### src/sv/hbmo_pkg.sv
// shared types, constants and the popcount function of the best match unit
package hbmo_pkg;

  localparam int DescWords = 4;
  localparam int WordBits = 64;
  localparam int LevelBits = 3;
  localparam int IndexBits = 10;
  localparam int DistBits = 9;
  localparam int CountBits = 7;

  localparam logic [DistBits-1:0] NoDist = 9'd256;
  localparam logic [DistBits-1:0] ThresholdReset = 9'd50;
  localparam logic [LevelBits-1:0] SlackReset = 3'd1;

  localparam logic OpQuery = 1'b0;
  localparam logic OpCandidate = 1'b1;

  localparam logic RegMatchThreshold = 1'b0;
  localparam logic RegLevelSlack = 1'b1;

  typedef struct packed {
    logic is_query;
    logic in_window;
    logic last;
    logic [IndexBits-1:0] idx;
    logic [DescWords-1:0][CountBits-1:0] cnt;
  } mid_word_t;

  typedef struct packed {
    logic matched;
    logic any_in_window;
    logic [IndexBits-1:0] best_index;
    logic [DistBits-1:0] best_distance;
  } res_word_t;

  function automatic logic [CountBits-1:0] pop64(input logic [WordBits-1:0] v);
    logic [WordBits-1:0] a;
    logic [WordBits-1:0] b;
    logic [WordBits-1:0] c;
    logic [CountBits-1:0] s01;
    logic [CountBits-1:0] s23;
    logic [CountBits-1:0] s45;
    logic [CountBits-1:0] s67;
    a = v - ((v >> 1) & 64'h5555_5555_5555_5555);
    b = (a & 64'h3333_3333_3333_3333) + ((a >> 2) & 64'h3333_3333_3333_3333);
    c = (b + (b >> 4)) & 64'h0F0F_0F0F_0F0F_0F0F;
    s01 = CountBits'(c[7:0]) + CountBits'(c[15:8]);
    s23 = CountBits'(c[23:16]) + CountBits'(c[31:24]);
    s45 = CountBits'(c[39:32]) + CountBits'(c[47:40]);
    s67 = CountBits'(c[55:48]) + CountBits'(c[63:56]);
    return (s01 + s23) + (s45 + s67);
  endfunction

endpackage

### src/sv/hbmo_fifo.sv
// small first-in first-out queue with registered storage
module hbmo_fifo #(
  parameter int WIDTH = 8,
  parameter int DEPTH = 4
) (
  input  logic             clk,
  input  logic             rst,
  input  logic             push,
  output logic             full,
  input  logic [WIDTH-1:0] din,
  input  logic             pop,
  output logic             empty,
  output logic [WIDTH-1:0] dout
);

  localparam int AW = (DEPTH > 1) ? $clog2(DEPTH) : 1;
  localparam int CW = $clog2(DEPTH + 1);

  logic [WIDTH-1:0] mem [DEPTH];
  logic [AW-1:0] wr_ptr;
  logic [AW-1:0] rd_ptr;
  logic [CW-1:0] count;
  logic do_push;
  logic do_pop;

  assign full = (count == CW'(DEPTH));
  assign empty = (count == '0);
  assign do_push = push && !full;
  assign do_pop = pop && !empty;
  assign dout = mem[rd_ptr];

  always_ff @(posedge clk) begin
    if (do_push) begin
      mem[wr_ptr] <= din;
    end
  end

  always_ff @(posedge clk) begin
    if (rst) begin
      wr_ptr <= '0;
      rd_ptr <= '0;
      count <= '0;
    end else begin
      if (do_push) begin
        wr_ptr <= (wr_ptr == AW'(DEPTH - 1)) ? '0 : wr_ptr + 1'b1;
      end
      if (do_pop) begin
        rd_ptr <= (rd_ptr == AW'(DEPTH - 1)) ? '0 : rd_ptr + 1'b1;
      end
      if (do_push && !do_pop) begin
        count <= count + 1'b1;
      end else if (do_pop && !do_push) begin
        count <= count - 1'b1;
      end
    end
  end

endmodule

### src/sv/hbmo_front.sv
// front end: holds the query, classifies each word and counts differing bits
module hbmo_front (
  input  logic                                          clk,
  input  logic                                          rst,
  input  logic                                          push,
  output logic                                          full,
  input  logic                                          op,
  input  logic [hbmo_pkg::WordBits-1:0]                 desc_word0,
  input  logic [hbmo_pkg::WordBits-1:0]                 desc_word1,
  input  logic [hbmo_pkg::WordBits-1:0]                 desc_word2,
  input  logic [hbmo_pkg::WordBits-1:0]                 desc_word3,
  input  logic [hbmo_pkg::LevelBits-1:0]                scale_level,
  input  logic [hbmo_pkg::IndexBits-1:0]                cand_index,
  input  logic                                          last,
  input  logic [hbmo_pkg::LevelBits-1:0]                level_slack,
  output logic                                          mid_push,
  input  logic                                          mid_full,
  output hbmo_pkg::mid_word_t                           mid_word
);

  import hbmo_pkg::*;

  logic [DescWords-1:0][WordBits-1:0] query_desc;
  logic [LevelBits-1:0] query_level;

  logic s1_valid;
  logic s1_is_query;
  logic s1_in_window;
  logic s1_last;
  logic [IndexBits-1:0] s1_idx;
  logic [DescWords-1:0][WordBits-1:0] s1_xor;

  logic accept;
  logic [DescWords-1:0][WordBits-1:0] in_desc;
  logic [LevelBits-1:0] level_diff;

  assign in_desc = {desc_word3, desc_word2, desc_word1, desc_word0};
  assign full = s1_valid && mid_full;
  assign accept = push && !full;
  assign level_diff = (scale_level > query_level) ? scale_level - query_level
                                                  : query_level - scale_level;

  always_ff @(posedge clk) begin
    if (rst) begin
      query_desc <= '0;
      query_level <= '0;
      s1_valid <= 1'b0;
    end else begin
      if (accept) begin
        s1_valid <= 1'b1;
      end else if (!mid_full) begin
        s1_valid <= 1'b0;
      end
      if (accept && op == OpQuery) begin
        query_desc <= in_desc;
        query_level <= scale_level;
      end
    end
  end

  always_ff @(posedge clk) begin
    if (accept) begin
      s1_is_query <= (op == OpQuery);
      s1_in_window <= (level_diff <= level_slack);
      s1_last <= last;
      s1_idx <= cand_index;
      s1_xor <= query_desc ^ in_desc;
    end
  end

  always_comb begin
    mid_word.is_query = s1_is_query;
    mid_word.in_window = s1_in_window;
    mid_word.last = s1_last;
    mid_word.idx = s1_idx;
    for (int i = 0; i < DescWords; i++) begin
      mid_word.cnt[i] = pop64(s1_xor[i]);
    end
  end

  assign mid_push = s1_valid;

endmodule

### src/sv/hbmo_back.sv
// back end: running minimum over candidates and result forming
module hbmo_back (
  input  logic                           clk,
  input  logic                           rst,
  input  logic                           mid_empty,
  output logic                           mid_pop,
  input  hbmo_pkg::mid_word_t            mid_word,
  input  logic                           res_full,
  output logic                           res_push,
  output hbmo_pkg::res_word_t            res_word,
  input  logic [hbmo_pkg::DistBits-1:0]  match_threshold
);

  import hbmo_pkg::*;

  logic [DistBits-1:0] best_dist;
  logic [IndexBits-1:0] best_idx;
  logic seen_any;

  logic [DistBits-1:0] cand_dist;
  logic take;
  logic [DistBits-1:0] best_dist_next;
  logic [IndexBits-1:0] best_idx_next;
  logic seen_any_next;

  assign cand_dist = (DistBits'(mid_word.cnt[0]) + DistBits'(mid_word.cnt[1]))
                   + (DistBits'(mid_word.cnt[2]) + DistBits'(mid_word.cnt[3]));

  assign mid_pop = !mid_empty && !(mid_word.last && res_full);
  assign res_push = mid_pop && mid_word.last;

  always_comb begin
    take = !mid_word.is_query && mid_word.in_window && (!seen_any || cand_dist < best_dist);
    if (mid_word.is_query) begin
      best_dist_next = NoDist;
      best_idx_next = '0;
      seen_any_next = 1'b0;
    end else begin
      best_dist_next = take ? cand_dist : best_dist;
      best_idx_next = take ? mid_word.idx : best_idx;
      seen_any_next = seen_any || mid_word.in_window;
    end
    res_word.matched = seen_any_next && (best_dist_next <= match_threshold);
    res_word.any_in_window = seen_any_next;
    res_word.best_index = best_idx_next;
    res_word.best_distance = best_dist_next;
  end

  always_ff @(posedge clk) begin
    if (rst) begin
      best_dist <= NoDist;
      best_idx <= '0;
      seen_any <= 1'b0;
    end else if (mid_pop) begin
      if (mid_word.last) begin
        best_dist <= NoDist;
        best_idx <= '0;
        seen_any <= 1'b0;
      end else begin
        best_dist <= best_dist_next;
        best_idx <= best_idx_next;
        seen_any <= seen_any_next;
      end
    end
  end

endmodule

### src/sv/hamming_best_match_octave_unit.sv
// top level of the nearest binary descriptor match unit
//
//  channel   handshake            fields
//  input     push / full          op, desc_word0..3, scale_level, cand_index, last
//  result    empty / pop          matched, any_in_window, best_index, best_distance
//  config    cfg_we               cfg_index, cfg_data
//
// one word is taken every cycle while full is low; the 256-bit popcount and the
// running minimum compare each take one stage, so a result passes the front
// register, the middle queue and the result queue after its last word is taken.
// stalls on the result side fill a four-word queue between front and back before
// full rises. reset is synchronous.
module hamming_best_match_octave_unit (
  input  logic                                 clk,
  input  logic                                 rst,
  input  logic                                 push,
  output logic                                 full,
  input  logic                                 op,
  input  logic [hbmo_pkg::WordBits-1:0]        desc_word0,
  input  logic [hbmo_pkg::WordBits-1:0]        desc_word1,
  input  logic [hbmo_pkg::WordBits-1:0]        desc_word2,
  input  logic [hbmo_pkg::WordBits-1:0]        desc_word3,
  input  logic [hbmo_pkg::LevelBits-1:0]       scale_level,
  input  logic [hbmo_pkg::IndexBits-1:0]       cand_index,
  input  logic                                 last,
  output logic                                 empty,
  input  logic                                 pop,
  output logic                                 matched,
  output logic                                 any_in_window,
  output logic [hbmo_pkg::IndexBits-1:0]       best_index,
  output logic [hbmo_pkg::DistBits-1:0]        best_distance,
  input  logic                                 cfg_we,
  input  logic                                 cfg_index,
  input  logic [hbmo_pkg::DistBits-1:0]        cfg_data
);

  import hbmo_pkg::*;

  logic [DistBits-1:0] match_threshold;
  logic [LevelBits-1:0] level_slack;

  logic mid_push;
  logic mid_full;
  logic mid_empty;
  logic mid_pop;
  mid_word_t mid_in;
  mid_word_t mid_out;

  logic res_push;
  logic res_full;
  res_word_t res_in;
  res_word_t res_out;

  always_ff @(posedge clk) begin
    if (rst) begin
      match_threshold <= ThresholdReset;
      level_slack <= SlackReset;
    end else if (cfg_we) begin
      case (cfg_index)
        RegMatchThreshold: match_threshold <= cfg_data;
        RegLevelSlack: level_slack <= cfg_data[LevelBits-1:0];
        default: ;
      endcase
    end
  end

  hbmo_front u_front (
    .clk         (clk),
    .rst         (rst),
    .push        (push),
    .full        (full),
    .op          (op),
    .desc_word0  (desc_word0),
    .desc_word1  (desc_word1),
    .desc_word2  (desc_word2),
    .desc_word3  (desc_word3),
    .scale_level (scale_level),
    .cand_index  (cand_index),
    .last        (last),
    .level_slack (level_slack),
    .mid_push    (mid_push),
    .mid_full    (mid_full),
    .mid_word    (mid_in)
  );

  hbmo_fifo #(
    .WIDTH ($bits(mid_word_t)),
    .DEPTH (4)
  ) u_mid_fifo (
    .clk   (clk),
    .rst   (rst),
    .push  (mid_push),
    .full  (mid_full),
    .din   (mid_in),
    .pop   (mid_pop),
    .empty (mid_empty),
    .dout  (mid_out)
  );

  hbmo_back u_back (
    .clk             (clk),
    .rst             (rst),
    .mid_empty       (mid_empty),
    .mid_pop         (mid_pop),
    .mid_word        (mid_out),
    .res_full        (res_full),
    .res_push        (res_push),
    .res_word        (res_in),
    .match_threshold (match_threshold)
  );

  hbmo_fifo #(
    .WIDTH ($bits(res_word_t)),
    .DEPTH (2)
  ) u_res_fifo (
    .clk   (clk),
    .rst   (rst),
    .push  (res_push),
    .full  (res_full),
    .din   (res_in),
    .pop   (pop),
    .empty (empty),
    .dout  (res_out)
  );

  assign matched = res_out.matched;
  assign any_in_window = res_out.any_in_window;
  assign best_index = res_out.best_index;
  assign best_distance = res_out.best_distance;

endmodule

### config.mk
export PLATFORM = sky130hd
export DESIGN_NAME = hamming_best_match_octave_unit
export DESIGN_NICKNAME = d
export VERILOG_FILES = /design/src/sv/hbmo_pkg.sv /design/src/sv/hbmo_fifo.sv /design/src/sv/hbmo_front.sv /design/src/sv/hbmo_back.sv /design/src/sv/hamming_best_match_octave_unit.sv
export SDC_FILE = /design/constraint.sdc
export NUM_CORES = 2
export LEC_CHECK = 0
export BUFFER_PORTS_ARGS = -buffer_cell sky130_fd_sc_hd__buf_4
export CAP_MARGIN = 10
export CORE_ASPECT_RATIO = 1.2
export CORE_MARGIN = 2
export CORE_UTILIZATION = 40
export DETAILED_ROUTE_END_ITERATION = 10
export PLACE_DENSITY = 0.58
export SKIP_CTS_REPAIR_TIMING = 1
export SYNTH_ARGS = -nofsm -noshare
export SYNTH_HDL_FRONTEND = slang
export SYNTH_SLANG_ARGS = --single-unit
### constraint.sdc
create_clock -name clk -period 25.7 [get_ports clk]
set_input_delay 5.14 -clock clk [delete_from_list [all_inputs] [get_ports clk]]
set_output_delay 5.14 -clock clk [all_outputs]
set_load 0.05 [all_outputs]
### After elaboration in Yosys (flattened, before gate mapping)

Memories as Yosys holds them, arrays and structs flattened. A register that Yosys moved wholly into a read port is not among the register bits.
Index checks and enable logic that the tools add are counted.

| word-level totals | value |
|---|---|
| register bits | 572 |
| bits in latches | 0 |
| RAM bits | 206 |
| memory bits (read-only) | 0 |
| input bits | 286 |
| output and inout port bits | 23 |
| memories kept | 2 |

| cells by class | value |
|---|---|
| $add $sub $neg | 53 |
| multiply operators | 0 |
| divide/modulo/power cells | 0 |
| order comparisons | 4 |
| equality and inequality tests | 5 |
| shift-type cells | 0 |
| multiplexer cells | 27 |
| bitwise operators | 3 |
| reduce and logical (&&, ||, !) cells | 37 |

Memories:

| name | depth | bits a word | read ports | clocked after memory_dff | wr ports | line | text |
|---|---|---|---|---|---|---|---|
| u_mid_fifo.mem | 4 | 41 | 1 | 1 | 1 | hbmo_fifo.sv:19 | `logic [WIDTH-1:0] mem [DEPTH];` |
| u_res_fifo.mem | 2 | 21 | 1 | 1 | 1 | hbmo_fifo.sv:19 |  |

Operators by type and width:

| operator | number |
|---|---|
| $sub A64 B63 Y64 | 4 |
| $xor A256 B256 Y256 | 1 |
| $add A62 B62 Y63 | 4 |
| $add A60 B59 Y60 | 4 |
| $add A4 B4 Y5 | 16 |
| $add A7 B7 Y7 | 9 |
| $mux W10 | 3 |
| $mux W9 | 3 |
| $logic_and A1 B1 Y1 | 17 |
| $add A7 B7 Y8 | 2 |
| $add A5 B5 Y6 | 2 |
| $logic_not A1 Y1 | 12 |
| $mux W1 | 12 |
| $mux W2 | 6 |
| $add A9 B9 Y9 | 1 |
| $le A9 B9 Y1 | 1 |
| $lt A9 B9 Y1 | 1 |
| $mux W3 | 3 |
| $add A6 B6 Y7 | 1 |
| $add A2 B1 Y2 const B | 3 |
| $eq A2 B2 Y1 const B | 3 |
| $sub A3 B3 Y3 | 2 |
| $reduce_and A2 Y1 | 2 |
| $reduce_bool A2 Y1 | 2 |
| 12 further kinds | 15 |

### Depth between registers and ports, before layout

| logic depth | value |
|---|---|
| word-level depth | 10 |
| depth in mapped cells | 33 |

### By module

From an unflattened synthesis, not the netlist that was laid out.

| unflattened totals | value |
|---|---|
| cells, all modules | 5044 |
| area, all modules | 51418.1 um^2 |

By module, submodules not included:

| module | instances | cells each | area each (um^2) | sequential area each (um^2) |
|---|---|---|---|---|
| hbmo_front | 1 | 4392 | 40632.7 | 13282.7 |
| hbmo_fifo at u_mid_fifo | 1 | 265 | 6409.9 | 5104.9 |
| hbmo_back | 1 | 245 | 2128.3 | 400.4 |
| hbmo_fifo at u_res_fifo | 1 | 90 | 1725.4 | 1361.3 |
| hamming_best_match_octave_unit | 1 | 52 | 521.8 | 240.2 |

### Worst setup path after synthesis

No wires, ideal clock.

| timing | value |
|---|---|
| path kind | input to register |
| start point | input port push |
| end point | register u_front.query_desc[67] (netlist name) |
| arrival time | 13004 ps |
| required time | 25568 ps |
| slack | 12564 ps |
| cell stages on the path | 6 |
| path buffers | 2 |
| path through | and2_1 nand2_1 clkbuf_1 clkbuf_1 nand2_1 a21oi_1 |

| on the way | value |
|---|---|
| cells in the longest elaborated chain, start to end | 2 |

Ends and longest elaborated chain:

| element | line | text |
|---|---|---|
| from (decl) | hamming_best_match_octave_unit.sv:16 | `input logic push,` |
| $logic_and A1 B1 Y1 | hbmo_front.sv:39 | `assign accept = push && !full;` |
| $logic_and A1 B1 Y1 | hbmo_front.sv:54 | `if (accept && op == OpQuery) begin` |
| to (signal assigned) | hbmo_front.sv:55 | `query_desc <= in_desc;` |
| to (decl) | hbmo_front.sv:23 | `logic [DescWords-1:0][WordBits-1:0] query_desc;` |

No other way between the ends.
A chain may end at the register's enable or synchronous reset.

==> tab_implementation.tex <==
\begin{tabular}{lr}
\hline
Metric & Value \\
\hline
\multicolumn{2}{l}{\textbf{Min path}} \\
Worst hold path endpoint & match\_threshold[2] \\
Startpoint of the lowest-slack hold path & match\_threshold[2] \\
Number of cells on the worst hold path & 2 \\
Hold crit path type & register to register \\
\multicolumn{2}{l}{\textbf{Synth}} \\
Nets in the synthesized netlist & 6042 \\
Xor/xnor cell area share of the yosys netlist & 0.101 \\
Number of synthesized flops with an enable pin & 475 \\
Library cell occupying the most area in the post-synthesis netlist & sky130\_fd\_sc\_hd\_\_edfxtp\_1 \\
Sequential element share of the synthesized area & 0.400 \\
Fraction of synthesized cell area taken by the top area cell type & 0.280 \\
Compound-Gate Fraction of Synth Area & 0.106 \\
Multiplexer fraction of the synthesized cell area & 0.0273 \\
Warnings from Yosys & 0 \\
Post-Syn Area & 0.0510 mm² \\
Post-synth ARST share & 0 \\
\#FFs+latches synth & 781 \\
Simple logic cell fraction of the synthesized area & 0.107 \\
Synth area leaders & sky130\_fd\_sc\_hd\_\_edfxtp\_1 (28\%), sky130\_fd\_sc\_hd\_\_ha\_1 (14\%), sky130\_fd\_sc\_hd\_\_dfxtp\_1 (12\%) \\
Most instantiated library cell after synthesis & sky130\_fd\_sc\_hd\_\_nand2\_1 \\
Share of synthesized cell area in full adder, half adder and majority cells & 0.209 \\
Synthesized area per cell & 10.2 µm² \\
Most used flip-flop cell after synthesis & sky130\_fd\_sc\_hd\_\_edfxtp\_1 \\
Post-Synthesis Cells & 5005 \\
Distinct cells, synth & 82 \\
Dominant combinational cell family by area after synthesis & adder cells \\
Ranking of synthesized cells by instance count & sky130\_fd\_sc\_hd\_\_nand2\_1 (640), sky130\_fd\_sc\_hd\_\_ha\_1 (584), sky130\_fd\_sc\_hd\_\_inv\_1 (571), sky130\_fd\_sc\_hd\_\_edfxtp\_1 (475), sky130\_fd\_sc\_hd\_\_a21oi\_1 (432) \\
\multicolumn{2}{l}{\textbf{Setup path}} \\
Crit path max fanout & 5 \\
CP Launch Point & u\_front.s1\_xor[5] \\
R2R setup slack & 17.76 ns \\
Critical path startpoint category & register \\
Type of the setup path with the least slack & register to register \\
CP Data Arrival Time & 8.37 ns \\
Nature of the critical path endpoint & register \\
Capturing point of the worst reg2reg path & u\_mid\_fifo.mem[1][6] \\
Reg2Reg Depth & 27 \\
Critical register-to-register path startpoint & u\_front.s1\_xor[5] \\
Required time of the critical path & 26.13 ns \\
\multicolumn{2}{l}{\textbf{Clock network}} \\
Worst-Skew Late Latency & 0.70 ns \\
Library cell used as clock root buffer & sky130\_fd\_sc\_hd\_\_clkbuf\_16 \\
Clock transition time at the flip-flop clock pins of the worst setup and hold paths & 0.06 ns \\
Clock buffer count from CTS & 85 \\
Maximum clock insertion buffer count & 3 \\
TritonCTS sink count & 781 \\
CTS tree & built \\
H-Tree Depth & 3 \\
\multicolumn{2}{l}{\textbf{Timing}} \\
Final period utilization & 0.309 \\
Sum of negative setup slack & 0 ns \\
Fmax & 0.126 GHz \\
Period minus WS final & 7.94 ns \\
Final Skew & 0.0243 ns \\
Final slew viol count & 0 \\
Pin slew with the least headroom to its limit & 1.05 ns \\
Endpoints failing hold & 0 \\
RSZ-0062 raised after global routing & false \\
Final setup viols & 0 \\
Relative slew slack & 0.299 \\
\multicolumn{2}{l}{\textbf{Place}} \\
Post-Place Cell Area & 0.0552 mm² \\
Inst Count DP & 6887 \\
Detailed Place HPWL & 84400 µm \\
Global placement routability congestion & 0.851 \\
Count of buffers inserted at the top-level ports & 308 \\
\multicolumn{2}{l}{\textbf{Die}} \\
Die Y & 395 µm \\
Core box area & 0.127 mm² \\
Die Outline Area & 0.130 mm² \\
Horizontal die dimension & 330 µm \\
IO Pins & 309 \\
Starting utilization of the core area & 0.403 \\
Std-Cell Rows & 143 \\
\multicolumn{2}{l}{\textbf{Cells and area}} \\
Antenna Diode Count & 0 \\
Final cell count without fillers & 7046 \\
Fraction of layout cells with a size suffix above 1 & 0.104 \\
Synth-to-layout area growth & 13.6\% \\
Nets@finish & 6344 \\
Area of all placed cells without fillers & 0.0580 mm² \\
\multicolumn{2}{l}{\textbf{Drt}} \\
Number of DRC markers after the initial detailed-route iteration & 1668 \\
Number of routed nets with antenna violations & 0 \\
Via-to-Cell Ratio & 4.90 \\
DR DRC count & 19 \\
Vias after detailed routing & 34.5k \\
Wirelength, routed & 111000 µm \\
Pre-antenna DRT Iters & 10 \\
Routed len/inst & 15.8 µm \\
\multicolumn{2}{l}{\textbf{GRT}} \\
Leftover overflow at the end of global routing & 0 \\
Overall global routing resource usage & 0.173 \\
Number of global-route vias before repair & 35.0k \\
Pin count of the biggest net entering global routing & 144 \\
Global-route wire length before repair & 181000 µm \\
Antenna violations before repair & 2 \\
\multicolumn{2}{l}{\textbf{Job}} \\
Max capacitance violation total & 0 \\
\multicolumn{2}{l}{\textbf{Status}} \\
Result of the run & finished with violations \\
Violations in the final reports & design-rule violations \\
\hline
\end{tabular}
==> layout by cell type (no fill, tap or decap), types with 10 or more instances in the layout <==
cell | netlist | layout
sky130_fd_sc_hd__mux4_2 | 41 | 41
sky130_fd_sc_hd__o21ai_1 | 13 | 12
sky130_fd_sc_hd__edfxtp_1 | 475 | 475
sky130_fd_sc_hd__clkbuf_16 | 0 | 87
sky130_fd_sc_hd__ha_1 | 584 | 584
sky130_fd_sc_hd__nand4_1 | 17 | 17
sky130_fd_sc_hd__buf_4 | 0 | 327
sky130_fd_sc_hd__nor2b_1 | 25 | 24
sky130_fd_sc_hd__xnor2_1 | 265 | 265
sky130_fd_sc_hd__o21bai_1 | 18 | 18
sky130_fd_sc_hd__clkinv_2 | 0 | 13
sky130_fd_sc_hd__nand3_1 | 49 | 49
sky130_fd_sc_hd__o31ai_1 | 15 | 15
sky130_fd_sc_hd__nand2b_1 | 64 | 64
sky130_fd_sc_hd__or4_1 | 26 | 26
sky130_fd_sc_hd__o211ai_1 | 15 | 15
sky130_fd_sc_hd__nor2_1 | 236 | 236
sky130_fd_sc_hd__dfxtp_1 | 306 | 304
sky130_fd_sc_hd__a31oi_1 | 14 | 14
sky130_fd_sc_hd__o21ai_0 | 112 | 112
sky130_fd_sc_hd__mux2i_1 | 20 | 20
sky130_fd_sc_hd__o21a_1 | 16 | 16
sky130_fd_sc_hd__a21oi_1 | 432 | 432
sky130_fd_sc_hd__clkbuf_1 | 107 | 21
sky130_fd_sc_hd__a21o_1 | 112 | 112
sky130_fd_sc_hd__a211oi_1 | 34 | 34
sky130_fd_sc_hd__nor3_1 | 46 | 45
sky130_fd_sc_hd__and3_1 | 21 | 20
sky130_fd_sc_hd__a22o_1 | 19 | 19
sky130_fd_sc_hd__xor2_1 | 324 | 324
sky130_fd_sc_hd__nand2_1 | 640 | 639
sky130_fd_sc_hd__nor4_1 | 60 | 60
sky130_fd_sc_hd__inv_1 | 571 | 571
sky130_fd_sc_hd__fa_1 | 167 | 167
sky130_fd_sc_hd__a211o_1 | 10 | 10
sky130_fd_sc_hd__mux2_2 | 24 | 24
==> per-stage QoR <==
| stage | hold WS, ns | worst slack, ns | utilization |
|---|---|---|---|
| after CTS | 0.457 | 17.78 | 0.458 |
| after global routing | 0.476 | 17.13 | 0.458 |
| after floorplan | 0.436 | 12.56 | - |
| after global placement | 0.444 | 17.50 | 0.436 |
| final | 0.459 | 17.76 | 0.458 |
| after detailed placement | 0.448 | 17.42 | 0.436 |
==> layer usage <==
metal  vias to the layer above  track usage  part of all wire  wire, µm
li1                      17600            -                 -         -
met1                     16300        0.222              0.45     50200
met2                       469        0.301              0.49     54900
met3                       126       0.0230             0.034      3810
met4                         4       0.0509             0.022      2470
met5                         -            0           0.00020        22
==> flip-flops by register name (all words and copies together), names as in the netlist, 2 cells and up, named ones only <==
name and flops:
level_slack 3, match_threshold 9, u_back.best_dist 9, u_back.best_idx 10, u_front.query_desc 256, u_front.query_level 3, u_front.s1_idx 10, u_front.s1_xor 256
u_mid_fifo.count 3, u_mid_fifo.mem 164, u_mid_fifo.rd_ptr 2, u_mid_fifo.wr_ptr 2, u_res_fifo.count 2, u_res_fifo.mem 42
==> worst max-delay path by stage <==
stage,to
3_5_place_dp,u_front.query_desc[153]
4_1_cts,u_mid_fifo.mem[1][6]
3_3_place_gp,u_front.query_desc[43]
5_1_grt,u_mid_fifo.mem[1][6]
6_report,u_mid_fifo.mem[1][6]
2_1_floorplan,u_front.query_desc[67]
==> worst max-delay path, cell delays in order (launching register included) <==
cell,delay [ns]
sky130_fd_sc_hd__edfxtp_1,0.46
sky130_fd_sc_hd__inv_1,0.14
sky130_fd_sc_hd__ha_1,0.26
sky130_fd_sc_hd__nor3_1,0.18
sky130_fd_sc_hd__o21ai_1,0.11
sky130_fd_sc_hd__a311oi_2,0.39
sky130_fd_sc_hd__o211ai_1,0.23
sky130_fd_sc_hd__a311oi_1,0.69
sky130_fd_sc_hd__and4b_1,0.31
sky130_fd_sc_hd__o31ai_2,0.25
sky130_fd_sc_hd__a31oi_1,0.25
sky130_fd_sc_hd__a21bo_1,0.25
sky130_fd_sc_hd__xnor2_1,0.14
sky130_fd_sc_hd__fa_1,0.58
sky130_fd_sc_hd__inv_1,0.07
sky130_fd_sc_hd__fa_1,0.54
sky130_fd_sc_hd__inv_1,0.07
sky130_fd_sc_hd__fa_1,0.42
sky130_fd_sc_hd__xnor2_1,0.23
sky130_fd_sc_hd__fa_1,0.45
sky130_fd_sc_hd__fa_1,0.60
sky130_fd_sc_hd__inv_1,0.06
sky130_fd_sc_hd__ha_1,0.28
sky130_fd_sc_hd__a21o_1,0.18
sky130_fd_sc_hd__a21oi_1,0.21
sky130_fd_sc_hd__nor2b_1,0.07
sky130_fd_sc_hd__o21ai_0,0.14
sky130_fd_sc_hd__nand2b_1,0.12
==> cell type report <==
cell class	instances	area, µm²
inverters	571	2140
fillers	12000	68700
flip-flops and latches	781	20400
well taps	1667	2090
clock buffers	113	2320
repair buffers	329	2490
clock inverters	46	428
multi-input cells	3539	28100
==> cell families (layout without fill, tap and decap cells) <==
group	after synthesis	count (layout)
buffers and inverters	685	1059
AND/OR/NAND/NOR	1230	1230
multiplexers	85	85
adder cells (fa/ha/maj)	751	751
XOR/XNOR	589	589
flip-flops	781	781
AO/OA/AOI/OAI	884	884
Power is left out: the tool's default activity adds up to more than one toggle a clock period on the data nets, which glitch-free logic cannot reach.
